$ cat config.mk
export PLATFORM = sky130hd
export DESIGN_NAME = counter_to_seven_segment_grid_flat
export DESIGN_NICKNAME = d
export VERILOG_FILES = /design/src/hdl/c7s_pkg.sv /design/src/hdl/c7s_if.sv /design/src/hdl/c7s_grid_map.sv /design/src/hdl/counter_to_seven_segment_grid.sv /design/src/flat_wrapper.sv
export SDC_FILE = /design/constraint.sdc
export NUM_CORES = 1
export LEC_CHECK = 0
export BUFFER_PORTS_ARGS = -buffer_cell sky130_fd_sc_hd__buf_2
export CAP_MARGIN = 40
export CORE_ASPECT_RATIO = 0.9
export CORE_MARGIN = 1
export CORE_UTILIZATION = 40
export DETAILED_ROUTE_END_ITERATION = 8
export REMOVE_ABC_BUFFERS = 1
export SETUP_SLACK_MARGIN = 0.05
export SLEW_MARGIN = 30
export SYNTH_ARGS = -nofsm -noshare
export SYNTH_HDL_FRONTEND = slang
export SYNTH_SLANG_ARGS = --single-unit
$ cat constraint.sdc
create_clock -name clk -period 8.2 [get_ports clk]
set_clock_uncertainty 0.2 [all_clocks]
set_input_delay 0 -clock clk [delete_from_list [all_inputs] [get_ports clk]]
set_output_delay 0 -clock clk [all_outputs]
set_load 0.01 [all_outputs]
$ cat src/hdl/c7s_pkg.sv
`timescale 1ns / 1ps
// ----------------------------------------------------------------------------
// c7s_pkg: shared types, constants and microcode for the counter display
// Holds the segment table, the grid layout constants and the control store
// of the conversion sequencer.
// ----------------------------------------------------------------------------
package c7s_pkg;

    localparam int unsigned POSITIONS   = 6;
    localparam int unsigned SEG_COUNT   = 7;
    localparam int unsigned GRID_BYTES  = 14;
    localparam int unsigned EVEN_POS    = 5;

    localparam logic [3:0] BLANK_CODE = 4'd10;
    localparam logic [3:0] LAST_ADDR  = 4'(GRID_BYTES - 1);

    // Reciprocal of ten: floor(n * MAGIC / 2^35) == n / 10 for any n below 2^32
    localparam logic [31:0] DIV10_MAGIC = 32'hCCCC_CCCD;
    localparam int unsigned DIV10_SHIFT = 35;

    // Bit driven by each of digit positions 0..4 inside an even grid byte
    localparam int unsigned POS_BIT_IDX [EVEN_POS] = '{2, 3, 4, 5, 7};

    typedef logic [POSITIONS-1:0][3:0] digit_vec_t;
    typedef logic [2:0]                step_t;

    typedef enum logic [1:0] {
        COND_NEVER,
        COND_ALWAYS,
        COND_CONV_DONE,
        COND_MORE_BYTES
    } cond_t;

    typedef struct packed {
        logic  accept;
        logic  mul;
        logic  div;
        logic  finish;
        logic  emit;
        cond_t cond;
        step_t target;
    } ctrl_word_t;

    localparam step_t STEP_ACCEPT = 3'd0;
    localparam step_t STEP_MUL    = 3'd1;
    localparam step_t STEP_DIV    = 3'd2;
    localparam step_t STEP_FINISH = 3'd3;
    localparam step_t STEP_EMIT   = 3'd4;
    localparam step_t STEP_RETURN = 3'd5;

    // Control store of the sequencer
    function automatic ctrl_word_t ctrl_rom(input step_t step);
        ctrl_word_t cw;
        cw        = '0;
        cw.cond   = COND_NEVER;
        cw.target = STEP_ACCEPT;
        case (step)
            STEP_ACCEPT:
            begin
                cw.accept = 1'b1;
            end
            STEP_MUL:
            begin
                cw.mul    = 1'b1;
                cw.cond   = COND_CONV_DONE;
                cw.target = STEP_FINISH;
            end
            STEP_DIV:
            begin
                cw.div    = 1'b1;
                cw.cond   = COND_ALWAYS;
                cw.target = STEP_MUL;
            end
            STEP_FINISH:
            begin
                cw.finish = 1'b1;
            end
            STEP_EMIT:
            begin
                cw.emit   = 1'b1;
                cw.cond   = COND_MORE_BYTES;
                cw.target = STEP_EMIT;
            end
            STEP_RETURN:
            begin
                cw.cond   = COND_ALWAYS;
                cw.target = STEP_ACCEPT;
            end
            default:
            begin
                cw.cond   = COND_ALWAYS;
                cw.target = STEP_ACCEPT;
            end
        endcase
        return cw;
    endfunction

    // Segment k of a digit is bit k; blank and unused codes light nothing
    function automatic logic [SEG_COUNT-1:0] seg_pattern(input logic [3:0] digit);
        logic [SEG_COUNT-1:0] pat;
        case (digit)
            4'd0:    pat = 7'h7E;
            4'd1:    pat = 7'h30;
            4'd2:    pat = 7'h6D;
            4'd3:    pat = 7'h79;
            4'd4:    pat = 7'h33;
            4'd5:    pat = 7'h5B;
            4'd6:    pat = 7'h5F;
            4'd7:    pat = 7'h70;
            4'd8:    pat = 7'h7F;
            4'd9:    pat = 7'h7B;
            default: pat = 7'h00;
        endcase
        return pat;
    endfunction

endpackage

$ cat src/hdl/c7s_if.sv
`timescale 1ns / 1ps
// ----------------------------------------------------------------------------
// c7s_if: channel interfaces of the counter display
// Valid/ready channels for the counter input and the grid byte output.
// ----------------------------------------------------------------------------
interface c7s_count_if;
    logic               valid;
    logic               ready;
    logic signed [31:0] count_value;

    modport source (output valid, output count_value, input ready);
    modport sink   (input valid, input count_value, output ready);
endinterface

interface c7s_grid_if;
    logic       valid;
    logic       ready;
    logic [3:0] grid_address;
    logic [7:0] grid_byte;
    logic       last_byte;
    logic       overflow;

    modport source (output valid, output grid_address, output grid_byte,
                    output last_byte, output overflow, input ready);
    modport sink   (input valid, input grid_address, input grid_byte,
                    input last_byte, input overflow, output ready);
endinterface

$ cat src/hdl/c7s_grid_map.sv
`timescale 1ns / 1ps
// ----------------------------------------------------------------------------
// c7s_grid_map: digit to grid byte transposition
// Builds one display RAM byte from the six digit codes and the byte address.
// ----------------------------------------------------------------------------
module c7s_grid_map (
    input  c7s_pkg::digit_vec_t digits,
    input  logic [3:0]          grid_address,
    output logic [7:0]          grid_byte
);
    import c7s_pkg::*;

    logic [2:0] seg_idx;

    assign seg_idx = grid_address[3:1];

    always_comb
    begin
        logic [SEG_COUNT-1:0] pat;
        grid_byte = '0;
        if (grid_address[0])
        begin
            // odd byte: only the top position, on bit 0
            pat          = seg_pattern(digits[POSITIONS-1]);
            grid_byte[0] = pat[seg_idx];
        end
        else
        begin
            for (int p = 0; p < EVEN_POS; p++)
            begin
                pat                         = seg_pattern(digits[p]);
                grid_byte[POS_BIT_IDX[p]]   = pat[seg_idx];
            end
        end
    end

endmodule

$ cat src/hdl/counter_to_seven_segment_grid.sv
`timescale 1ns / 1ps
// ----------------------------------------------------------------------------
// counter_to_seven_segment_grid: counter value to seven-segment grid image
// Converts a signed counter to decimal digits and streams the 14-byte
// display RAM image, one byte per transaction.
// ----------------------------------------------------------------------------
// One counter value in gives fourteen grid bytes out, addresses 0 to 13 in
// order, with last_byte on address 13. Zero and negative values show a single
// 0; leading positions are blank. Values with more than DIGIT_COUNT digits
// show their low digits unblanked and flag overflow on all fourteen bytes.
// A small microcoded sequencer runs the work: an accept step takes the value,
// each decimal digit takes a multiply step and a divide step through a shared
// divide-by-ten unit (multiply by reciprocal, then remainder), a last multiply
// step tests for the end, then come a finishing step, one emit step per grid
// byte and a return step; at most DIGIT_COUNT digits are extracted. The emit
// steps hold while the output register is not taken. A new value is taken
// while the last byte still waits.
// ----------------------------------------------------------------------------
module counter_to_seven_segment_grid #(
    parameter int DIGIT_COUNT = 6
) (
    input  logic        clk,
    input  logic        rst_n,
    c7s_count_if.sink   count_in,
    c7s_grid_if.source  grid_out
);
    import c7s_pkg::*;

    localparam logic [2:0] DIGIT_LIMIT = 3'(DIGIT_COUNT);

    // sequencer
    step_t      step_reg, step_next;
    ctrl_word_t cw;
    logic       stall;
    logic       cond_true;
    logic       conv_done;

    // datapath
    logic [30:0] value_reg;
    logic [62:0] prod_reg;
    logic [27:0] quot;
    logic [30:0] quot_x10;
    logic [3:0]  rem;
    digit_vec_t  digit_reg;
    logic [2:0]  used_reg;
    logic [3:0]  byte_reg;
    logic        ovf_reg;
    logic [7:0]  map_byte;

    // output register
    logic        out_valid_reg;
    logic [3:0]  out_address_reg;
    logic [7:0]  out_byte_reg;
    logic        out_last_reg;
    logic        out_ovf_reg;

    logic in_fire;

    assign cw        = ctrl_rom(step_reg);
    assign conv_done = (value_reg == '0) || (used_reg == DIGIT_LIMIT);

    // hold on a missing input or a full, untaken output register
    assign stall = (cw.accept && !count_in.valid) ||
                   (cw.emit && out_valid_reg && !grid_out.ready);

    assign count_in.ready = cw.accept;
    assign in_fire        = count_in.valid && cw.accept;

    always_comb
    begin
        case (cw.cond)
            COND_NEVER:      cond_true = 1'b0;
            COND_ALWAYS:     cond_true = 1'b1;
            COND_CONV_DONE:  cond_true = conv_done;
            COND_MORE_BYTES: cond_true = (byte_reg != LAST_ADDR);
            default:         cond_true = 1'b0;
        endcase
    end

    always_comb
    begin
        step_next = step_reg;
        if (!stall)
        begin
            step_next = cond_true ? cw.target : step_t'(step_reg + 3'd1);
        end
    end

    // divide by ten: quotient from the registered product, remainder by shift-add
    assign quot     = prod_reg[62:DIV10_SHIFT];
    assign quot_x10 = {quot, 3'b000} + {2'b00, quot, 1'b0};
    assign rem      = 4'(value_reg - quot_x10);

    c7s_grid_map u_grid_map (
        .digits       (digit_reg),
        .grid_address (byte_reg),
        .grid_byte    (map_byte)
    );

    always_ff @(posedge clk or negedge rst_n)
    begin
        if (!rst_n)
        begin
            step_reg      <= STEP_ACCEPT;
            used_reg      <= '0;
            byte_reg      <= '0;
            out_valid_reg <= 1'b0;
        end
        else
        begin
            step_reg <= step_next;

            if (in_fire)
            begin
                used_reg <= '0;
            end
            else if (cw.div)
            begin
                used_reg <= used_reg + 3'd1;
            end

            if (cw.finish)
            begin
                byte_reg <= '0;
            end
            else if (cw.emit && !stall)
            begin
                byte_reg <= byte_reg + 4'd1;
            end

            if (cw.emit && !stall)
            begin
                out_valid_reg <= 1'b1;
            end
            else if (grid_out.ready)
            begin
                out_valid_reg <= 1'b0;
            end
        end
    end

    always_ff @(posedge clk)
    begin
        if (in_fire)
        begin
            // negative counts as zero
            value_reg <= count_in.count_value[31] ? '0 : count_in.count_value[30:0];
            for (int p = 0; p < POSITIONS; p++)
            begin
                digit_reg[p] <= BLANK_CODE;
            end
        end

        if (cw.mul)
        begin
            prod_reg <= 63'(value_reg) * 63'(DIV10_MAGIC);
        end

        if (cw.div)
        begin
            value_reg <= {3'b000, quot};
            for (int p = 0; p < POSITIONS; p++)
            begin
                if (used_reg == 3'(p))
                begin
                    digit_reg[p] <= rem;
                end
            end
        end

        if (cw.finish)
        begin
            ovf_reg <= (value_reg != '0);
            if (used_reg == '0)
            begin
                digit_reg[0] <= 4'd0;
            end
        end

        if (cw.emit && !stall)
        begin
            out_address_reg <= byte_reg;
            out_byte_reg    <= map_byte;
            out_last_reg    <= (byte_reg == LAST_ADDR);
            out_ovf_reg     <= ovf_reg;
        end
    end

    assign grid_out.valid        = out_valid_reg;
    assign grid_out.grid_address = out_address_reg;
    assign grid_out.grid_byte    = out_byte_reg;
    assign grid_out.last_byte    = out_last_reg;
    assign grid_out.overflow     = out_ovf_reg;

`ifndef NO_ASSERTIONS
    a_used_bound: assert property (@(posedge clk) disable iff (!rst_n)
        used_reg <= DIGIT_LIMIT)
        else $error("digit count beyond DIGIT_COUNT");

    a_accept_start: assert property (@(posedge clk) disable iff (!rst_n)
        in_fire |=> (step_reg == STEP_MUL) && (used_reg == '0))
        else $error("conversion did not start after input transaction");

    a_ovf_full: assert property (@(posedge clk) disable iff (!rst_n)
        (cw.emit && ovf_reg) |-> (used_reg == DIGIT_LIMIT))
        else $error("overflow with fewer than DIGIT_COUNT digits");

    a_last_addr: assert property (@(posedge clk) disable iff (!rst_n)
        (grid_out.valid && grid_out.last_byte) |-> (grid_out.grid_address == LAST_ADDR))
        else $error("last byte flag on wrong address");
`endif

endmodule

$ cat src/flat_wrapper.sv
// flat-port wrapper written by rule: the top's interface ports become plain ports
module counter_to_seven_segment_grid_flat import c7s_pkg::*;
#(
    parameter int DIGIT_COUNT = 6
)
  (clk, rst_n, count_in_valid, count_in_count_value, count_in_ready, grid_out_valid, grid_out_grid_address, grid_out_grid_byte, grid_out_last_byte, grid_out_overflow, grid_out_ready);
  c7s_count_if count_in_i ();
  c7s_grid_if grid_out_i ();
  input  logic clk;
  input  logic rst_n;
  input wire logic [$bits(count_in_i.valid)-1:0] count_in_valid;
  input wire logic [$bits(count_in_i.count_value)-1:0] count_in_count_value;
  output wire logic [$bits(count_in_i.ready)-1:0] count_in_ready;
  output wire logic [$bits(grid_out_i.valid)-1:0] grid_out_valid;
  output wire logic [$bits(grid_out_i.grid_address)-1:0] grid_out_grid_address;
  output wire logic [$bits(grid_out_i.grid_byte)-1:0] grid_out_grid_byte;
  output wire logic [$bits(grid_out_i.last_byte)-1:0] grid_out_last_byte;
  output wire logic [$bits(grid_out_i.overflow)-1:0] grid_out_overflow;
  input wire logic [$bits(grid_out_i.ready)-1:0] grid_out_ready;
  assign count_in_i.valid = count_in_valid;
  assign count_in_i.count_value = count_in_count_value;
  assign count_in_ready = count_in_i.ready;
  assign grid_out_valid = grid_out_i.valid;
  assign grid_out_grid_address = grid_out_i.grid_address;
  assign grid_out_grid_byte = grid_out_i.grid_byte;
  assign grid_out_last_byte = grid_out_i.last_byte;
  assign grid_out_overflow = grid_out_i.overflow;
  assign grid_out_i.ready = grid_out_ready;
  counter_to_seven_segment_grid #(.DIGIT_COUNT(DIGIT_COUNT)) u_core (.clk(clk), .rst_n(rst_n), .count_in(count_in_i), .grid_out(grid_out_i));
endmodule
==> run summary, run 1 <==
Min Tclk post-route -> 7.77 ns
Multi-input combinational cell area -> 13200 µm²
Final Cycle Share -> 94.8%
Crit Path Class -> reg -> reg
CTS tree -> built
N_diodes -> 0
Setup TNS -> 0 ns
Crit path cell chain -> inv_1 > ha_1 > inv_1 > fa_1 > xnor2_1 > ha_1 > a21o_1 > fa_1 > fa_1 > fa_1 > fa_1 > inv_1 > fa_1 > inv_1 > ha_1 > a21o_1 > a21o_1 > a21oi_1 > nor2_1 > o21a_1 > a41o_1 > a221o_1 > a2111o_1 > o211a_1
Critical path's top delay family -> adder cells
Post-Syn Instances -> 1846
Top_reg_cell synth -> edfxtp_1
Worst Hold Depth -> 3
HPWL Detailed -> 40800 µm
Status -> complete, no violations
Critical-path maximum fanout -> 6
Met1 Wirelength -> 22400 µm
Post-synthesis area per instance -> 10.0 µm²
DIE HEIGHT -> 206 µm
Fin worst setup slack -> 0.426 ns
Avg WL per Cell -> 18.6 µm
Die X -> 229 µm
Total routing usage reported by global routing -> 21.3%
Fmax -> 129 MHz
Fill cells -> 4378
Worst Path Buf+Inv -> 4
Final Max Slew Viols -> 0
Clock Tree Root -> clkbuf_16
Max Root-Sink Buffers -> 2
Critical Path End -> u_core.prod_reg[54]
DR DRC count -> 0
Crit path DAT -> 7.78 ns
Finished Cell Area -> 20500 µm²
Worst slew pin tran -> 1.03 ns
Worst Setup Start Kind -> flip-flop
Clk pin slew, worst setup/hold paths -> 0.07 ns
Core box area -> 45600 µm²
Total grt overflow -> 0
Met2 Wirelength -> 21700 µm
Io pins -> 52
DRT Pass-1 Iters -> 5
Yosys cell types -> 60
FF-to-FF Start -> u_core.value_reg[16]
IO Port Bufs -> 49
Area Overhead vs Synth -> 10.5%
First-pass GRT wire length -> 75400 µm
Total Die Area -> 47100 µm²
Std-Cell Rows -> 74
Highest metal used -> met5
Yosys reg bits -> 149
Fin. Hold Viols -> 0
Fin util -> 44.9%
Num CTS Buffers -> 17
Flop2flop setup slack -> 0.43 ns
Synth async-reset ratio -> 7.38%
Final Wtd Congestion -> 0.944
CP endpoint kind -> flip-flop
Area post-placement -> 19500 µm²
CP peak stage delay -> 0.62 ns
Final setup vio count -> 0
Total Routed Length -> 47600 µm
Number of global-route vias before repair -> 13300
Post-Syn Area -> 18500 µm²
Placement Setup Slack -> 0.250 ns
Metal3 WL -> 2820 µm
# clock sinks -> 149
DR iter-0 viols -> 792
RR Endpoint -> u_core.prod_reg[54]
Fin nets -> 2567
EDFF count, synth -> 69
Vias/cell -> 5.07
H-tree Lvls -> 4
Cell mode on critical path -> fa_1
CP Depth -> 24
Slew margin rel. -> 30.9%
FF/Latch Area -> 3730 µm²
RSZ-0062 raised after global routing -> false
Type of the worst min-delay path -> in -> reg
Largest net degree at the start of global routing -> 49
Initial antenna violation count -> 2
Layout cells sized above 1 -> 6.31%
Initial Util -> 40.6%
Register area share after synthesis -> 20.1%
Worst setup startpoint -> u_core.value_reg[16]
Hold Crit Start -> count_in_count_value[14]
Worst EP required -> 8.20 ns
Number of vias in the routed layout -> 13000
DRT antenna net count -> 0
Worst r2r path cells -> 24
Postcts setup bufs -> 0
Warnings, synthesis -> 0
Max-capacitance violation count -> 0
Clk_lat worst skew -> 0.44 ns
CP max stage cell -> fa_1
==> through the flow <==
step	hold slack (ns)	instances
2_1_floorplan	-0.496	1815
3_3_place_gp	-0.292	2481
3_5_place_dp	-0.287	2484
4_1_cts	0.0195	2544
5_1_grt	0.0693	2556
6_report	0.0705	2556
==> logic make-up (layout without fill, tap and decap cells) <==
group,Yosys count,in the layout,share of synthesized area (%)
buffers and inverters,416,517,8.48
muxes,13,13,1.11
other,1,2,0.0203
DFF,149,149,20.1
and+or+nand+nor,292,292,7.32
AOI/OAI and AO/OA,321,321,10.5
adders and majority gates,596,596,49.7
xor gates and xnor gates,58,58,2.74
==> worst register-to-register path: cells and delay by family, from the launching register on <==
kind	cells	cell delay, ns
fa+ha+maj	9	4.19
xor+xnor	1	0.09
flops	1	0.56
simple gates	1	0.05
buf+inv	4	0.31
compound gates	9	2.14
==> layout by cell type (no fill, tap or decap), types with 4 or more instances in the layout <==
cell type        n
inv_1          384
ha_1           365
fa_1           231
nand2_1        105
o21ai_0         97
a21oi_1         95
nor2_1          69
dfxtp_1         69
edfxtp_1        69
buf_2           53
xnor2_1         37
a21o_1          36
dlygate4sd3_1   32
nand2b_1        31
nand3_1         29
xor2_1          21
clkbuf_16       17
o21a_1          15
nand4_1         12
a211oi_1        12
buf_4           11
dfrtp_1         11
and3_1           8
nor3_1           8
o22ai_1          8
or2_2            7
o21bai_1         7
a31oi_1          7
mux2i_1          7
o21ai_1          6
mux4_2           6
inv_8            5
and2_1           4
nor2b_1          4
o211ai_1         4
nand3b_1         4
inv_6            4
==> cells in the mapped netlist, drive strengths merged (3+ instances only) <==
master / count / area, µm²
a41o: 3 / 30.0
a21oi: 97 / 489
a31oi: 7 / 43.8
o211a: 3 / 30.0
a21o: 36 / 270
or2: 7 / 43.8
and3: 8 / 50.1
inv: 384 / 1440
and2: 5 / 33.8
nor2: 71 / 267
buf: 8 / 38.8
mux2i: 7 / 70.1
dfxtp: 69 / 1380
o211ai: 4 / 30.0
edfxtp: 69 / 2070
ha: 365 / 4570
nand2: 105 / 394
nand4: 12 / 75.1
a22o: 3 / 26.3
nand2b: 31 / 194
a211oi: 14 / 105
clkbuf: 24 / 90.1
o22ai: 8 / 50.1
o21a: 15 / 113
mux4: 6 / 135
nor2b: 5 / 31.3
xor2: 21 / 184
dfrtp: 11 / 275
nand3: 29 / 145
xnor2: 37 / 324
nand3b: 4 / 30.0
o311ai: 4 / 35.0
nor3: 8 / 40.0
fa: 231 / 4620
o21bai: 7 / 52.6
o21ai: 103 / 516
==> final cells by class <==
type                       count  share of cell area [%]
multi-input combinational   1282                    64.8
timing repair buffer         101                    3.46
tap                          608                    3.72
clock inverter                14                   0.630
inverter                     384                    7.05
clock buffer                  18                    2.15
sequential                   149                    18.2
==> routing by layer <==
metal  vias up  GRT usage [%]
met5         -              0
met4         2           4.00
met3        54           5.64
met2       290           33.6
met1      6379           29.3
li1       6237              -
==> how the worst min path moves through the flow <==
stage	end	slack (ns)
after floorplan	u_core.byte_reg[0]	-0.50
after global placement	u_core.grid_out.valid	-0.29
after detailed placement	u_core.grid_out.valid	-0.29
after CTS	u_core.value_reg[14]	0.02
after global routing	u_core.value_reg[14]	0.07
final	u_core.value_reg[14]	0.07
==> what timing repair did <==
action,CTS,global route
endpoints found under the setup margin,0,9
resized for setup,0,7
hold buffers,28,4
endpoints found under the hold margin,40,4
Power of run 1 is not shown: default switching activity piles up to over one toggle a cycle in this logic, so the estimate is an artifact.
==> run 2: changes to the inputs <==
CAP_MARGIN = 20   (was 40)
CORE_UTILIZATION = 33   (was 40)
==> run summary, run 2 (synthesized netlist as in run 1, its figures left out) <==
Status -> complete, no violations
Number of global-route vias before repair -> 13500 (+1.1%)
Die X -> 252 µm (+10%)
Total routing usage reported by global routing -> 17.6% (-3.6 points)
Clock Tree Root -> clkbuf_16
CTS tree -> built
Final Wtd Congestion -> 1.04 (+9.8%)
Worst Setup Start Kind -> flip-flop
Vias/cell -> 4.82 (-4.9%)
DR DRC count -> 0 (unchanged)
Num CTS Buffers -> 17 (unchanged)
Max-capacitance violation count -> 0 (unchanged)
Min Tclk post-route -> 7.87 ns (+0.101 ns)
Most frequent cells in the layout -> inv_1 (384), ha_1 (365), fa_1 (231)
Worst EP required -> 8.20 ns (about the same)
Crit path DAT -> 7.88 ns (+0.10 ns)
Critical-path maximum fanout -> 5 (-1)
Clk pin slew, worst setup/hold paths -> 0.08 ns (about the same)
CP endpoint kind -> flip-flop
Final setup vio count -> 0 (unchanged)
Total grt overflow -> 0 (unchanged)
# clock sinks -> 149 (unchanged)
N_diodes -> 0 (unchanged)
DIE HEIGHT -> 227 µm (+10%)
RSZ-0062 raised after global routing -> false
DRT Pass-1 Iters -> 5 (unchanged)
Initial Util -> 33.8% (-6.9 points)
Setup TNS -> 0 ns (unchanged)
Final Max Slew Viols -> 0 (unchanged)
HPWL Detailed -> 41500 µm (+1.8%)
Clk_lat worst skew -> 0.45 ns (about the same)
DRT antenna net count -> 0 (unchanged)
Fmax -> 127 MHz (-1.3%)
Fin. Hold Viols -> 0 (unchanged)
Layout cells sized above 1 -> 5.80% (-0.51 points)
Slew margin rel. -> 32.6% (+1.7 points)
IO Port Bufs -> 49 (unchanged)
Core box area -> 54800 µm² (+20%)
Std-Cell Rows -> 81 (+9.5%)
Final Cycle Share -> 96.0% (+1.2 points)
Worst slew pin tran -> 1.00 ns (-0.0254 ns)
Crit Path Class -> reg -> reg
Avg WL per Cell -> 17.9 µm (-3.9%)
Total Routed Length -> 47900 µm (+0.66%)
Number of vias in the routed layout -> 12900 (-0.39%)
Max Root-Sink Buffers -> 2 (unchanged)
Largest net degree at the start of global routing -> 62 (+27%)
Commonest non-fill, non-tap cell in the layout -> inv_1
Fin nets -> 2549 (-0.70%)
Io pins -> 52 (unchanged)
DR iter-0 viols -> 621 (-22%)
Type of the worst min-delay path -> in -> reg
Initial antenna violation count -> 1 (-1)
Total Die Area -> 57000 µm² (+21%)
Area Overhead vs Synth -> 10.9%
H-tree Lvls -> 4 (unchanged)
First-pass GRT wire length -> 76000 µm (+0.86%)
Fin util -> 37.4% (-7.5 points)
## run 2: final timing paths
kind | from | cells past startpoint | to | slack, ns
max in group asynchronous | rst_n | 3 | u_core.used_reg[2] | 6.89
min reg2reg | u_core.ovf_reg | 0 | u_core.grid_out.overflow | 0.22
min in group asynchronous | rst_n | 3 | u_core.byte_reg[2] | 0.47
max | u_core.value_reg[5] | 25 | u_core.prod_reg[43] | 0.33
min | count_in_count_value[18] | 3 | u_core.value_reg[18] | 0.07
max reg2reg | u_core.value_reg[5] | 25 | u_core.prod_reg[43] | 0.33
## run 2: metal layers
layer  track usage (%)  vias to the layer above  part of all wire [%]  routed length (µm)
met5                 0                        -                     0                   0
li1                  -                     6203                     -                   -
met2              27.6                      280                    44               21300
met3              3.49                       44                   5.5                2620
met1              25.1                     6384                    49               23300
met4              3.58                        0                   1.5                 699
## run 2: repair_timing
item | 4_1_cts | 5_1_grt
buffers inserted | 0 | 0
endpoints found under the setup margin | 0 | 5
hold buffers | 26 | 0
gates resized for setup | 0 | 5
hold endpoints to repair | 37 | 0
## run 2: layout make-up
type | count | area (µm²)
Clock buffer | 17 | 425
Sequential cell | 149 | 3730
Tap cell | 747 | 935
Clock inverter | 15 | 179
Multi-Input combinational cell | 1282 | 13200
Fill cell | 5428 | 34300
Timing Repair Buffer | 83 | 566
Inverter | 384 | 1440
## run 2: worst max-delay path, cell delays in order, from the launching register on
cell and delay (ns):
edfxtp_1 0.43, inv_1 0.09, ha_1 0.28, inv_1 0.06, fa_1 0.44, inv_1 0.11, fa_1 0.44, fa_1 0.68
inv_1 0.23, fa_1 0.52, inv_1 0.05, fa_1 0.52, inv_1 0.05, fa_1 0.39, fa_1 0.49, ha_1 0.34
a21oi_1 0.14, o22ai_1 0.09, a2111oi_0 0.30, buf_4 0.21, nand4b_1 0.34, a211oi_2 0.50, o31ai_1 0.18, a21oi_1 0.29
o21bai_1 0.11, xor2_1 0.15
## run 2: stage by stage
step	hold WS [ns]	cells	setup slack, ns	area [µm²]
2_1_floorplan	-0.496	1815	0.969	18400
3_3_place_gp	-0.291	2619	0.306	19600
4_1_cts	0.0204	2677	0.289	20500
6_report	0.0674	2677	0.325	20500
3_5_place_dp	-0.278	2619	0.304	19600
5_1_grt	0.0719	2677	0.0667	20500
Power of run 2 is left out for the same reason.
==> run 3: changes to the inputs <==
CAP_MARGIN = default   (was 20)
MAX_ROUTING_LAYER = met4   (was default)
==> run summary, run 3 (synthesized netlist as in run 1, its figures left out) <==
Area Overhead vs Synth -> 10.9% (about the same)
IO Port Bufs -> 49 (unchanged)
CP endpoint kind -> flip-flop
Total Die Area -> 57000 µm² (unchanged)
FF-to-FF Start -> u_core.value_reg[5]
Fin Hold WS -> 0.0583 ns (-0.00913 ns)
H-tree Lvls -> 4 (unchanged)
Clk_lat worst skew -> 0.44 ns (about the same)
DIE HEIGHT -> 227 µm (unchanged)
DR DRC count -> 0 (unchanged)
RSZ-0062 raised after global routing -> false
Max-capacitance violation count -> 0 (unchanged)
Fill cells -> 5448 (+0.37%)
N_diodes -> 0 (unchanged)
Worst slew pin tran -> 1.02 ns (+0.0202 ns)
Min Tclk post-route -> 7.79 ns (-0.0875 ns)
Die X -> 252 µm (unchanged)
Critical-path maximum fanout -> 5 (unchanged)
Layout cells sized above 1 -> 5.90% (+0.10 points)
Crit Path Class -> reg -> reg
Fin. Hold Viols -> 0 (unchanged)
Std-Cell Rows -> 81 (unchanged)
Clk pin slew, worst setup/hold paths -> 0.08 ns (about the same)
Fmax -> 128 MHz (+1.1%)
Final Max Slew Viols -> 0 (unchanged)
Status -> complete, no violations
Initial Util -> 33.8% (unchanged)
Worst setup startpoint -> u_core.value_reg[5]
Hold Crit Start -> count_in_count_value[16]
Io pins -> 52 (unchanged)
Final Wtd Congestion -> 1.03 (-0.83%)
Num CTS Buffers -> 17 (unchanged)
Worst Setup Start Kind -> flip-flop
Max Root-Sink Buffers -> 2 (unchanged)
CTS tree -> built
Clock Tree Root -> clkbuf_16
Setup TNS -> 0 ns (unchanged)
Initial antenna violation count -> 1 (unchanged)
Slew margin rel. -> 31.3% (-1.4 points)
Avg WL per Cell -> 17.7 µm (-1.4%)
CP peak stage delay -> 0.61 ns (-0.07 ns)
Final Cycle Share -> 95.0% (-1.1 points)
DR iter-0 viols -> 823 (+33%)
HPWL Detailed -> 41000 µm (-1.4%)
Total routing usage reported by global routing -> 18.1% (+0.49 points)
Largest net degree at the start of global routing -> 60 (-3.2%)
Final setup vio count -> 0 (unchanged)
CP max stage cell -> fa_1
Vias/cell -> 4.84 (+0.42%)
Type of the worst min-delay path -> in -> reg
Number of global-route vias before repair -> 13500 (-0.030%)
Total grt overflow -> 0 (unchanged)
DRT antenna net count -> 0 (unchanged)
Core box area -> 54800 µm² (unchanged)
Fin nets -> 2550 (+0.039%)
Cell mode on critical path -> fa_1
Total Routed Length -> 47300 µm (-1.3%)
Crit path DAT -> 7.79 ns (-0.09 ns)
First-pass GRT wire length -> 76100 µm (+0.14%)
Crit path cell chain -> inv_1 > ha_1 > inv_1 > fa_1 > fa_1 > fa_1 > inv_1 > fa_1 > inv_1 > fa_1 > fa_1 > inv_1 > fa_1 > inv_1 > ha_1 > a21o_1 > a21o_1 > a21oi_2 > nand4_1 > o21a_1 > a41o_1 > a221o_1 > a2111o_1 > o211a_1
Worst EP required -> 8.21 ns (about the same)
Most frequent cells in the layout -> inv_1 (384), ha_1 (365), fa_1 (230)
DRT Pass-1 Iters -> 5 (unchanged)
Commonest non-fill, non-tap cell in the layout -> inv_1
Number of vias in the routed layout -> 13000 (+0.46%)
# clock sinks -> 149 (unchanged)
[run 3: changes by cell type in the layout (fill, tap and decap cells not counted), sizes merged]
cell	delta
clkinvlp	+1
bufinv	-1
clkinv	+3
inv	-3
buf	+1
[run 3: worst paths after layout]
kind,endpoint,slack [ns],cells past startpoint
setup / recovery,u_core.prod_reg[54],0.41,24
hold / removal,u_core.value_reg[16],0.06,3
setup reg to reg,u_core.prod_reg[54],0.41,24
hold reg to reg,u_core.grid_out.overflow,0.23,0
max in group asynchronous,u_core.step_reg[2],6.91,3
min in group asynchronous,u_core.byte_reg[0],0.46,3
[run 3: metal layers]
metal	vias up	wire, µm	GRT usage (%)
met5	-	0	-
met4	0	526	3.05
met3	35	2580	2.33
met2	299	21100	27.6
met1	6429	23100	25.9
li1	6207	-	-
[run 3: per-stage QoR]
| stage | std cells | instance area (µm²) | setup slack [ns] | utilization, % |
|---|---|---|---|---|
| 6_report | 2678 | 20500 | 0.413 | 37.4 |
| 3_5_place_dp | 2619 | 19600 | 0.298 | 35.8 |
| 4_1_cts | 2677 | 20500 | 0.248 | 37.4 |
| 3_3_place_gp | 2619 | 19600 | 0.340 | 35.8 |
| 2_1_floorplan | 1815 | 18400 | 0.969 | - |
| 5_1_grt | 2678 | 20500 | 0.0597 | 37.4 |
[run 3: timing repair]
action | 4_1_cts | 5_1_grt
endpoints found under the hold margin | 38 | 0
buffers inserted | 0 | 1
resized for setup | 0 | 7
setup endpoints to repair | 0 | 12
hold buffers | 26 | 0
[run 3: layout make-up]
| cell class | instances | area [µm²] | share of cell area, % |
|---|---|---|---|
| Tap cell | 747 | 935 | 4.55 |
| Inverter | 384 | 1440 | 7.02 |
| Clock inverter | 15 | 178 | 0.865 |
| Timing Repair Buffer | 84 | 573 | 2.79 |
| Multi-Input combinational cell | 1282 | 13200 | 64.5 |
| Sequential cell | 149 | 3730 | 18.2 |
| Clock buffer | 17 | 425 | 2.07 |
[run 3: critical path, delay by kind of cell (launching register included)]
kind / cells / cell delay, ns
adders and majority gates: 9 / 4.17
AOI/OAI and AO/OA: 8 / 2.07
buffers and inverters: 6 / 0.52
DFF: 1 / 0.47
and+or+nand+nor: 1 / 0.12
Power of run 3 is left out for the same reason.
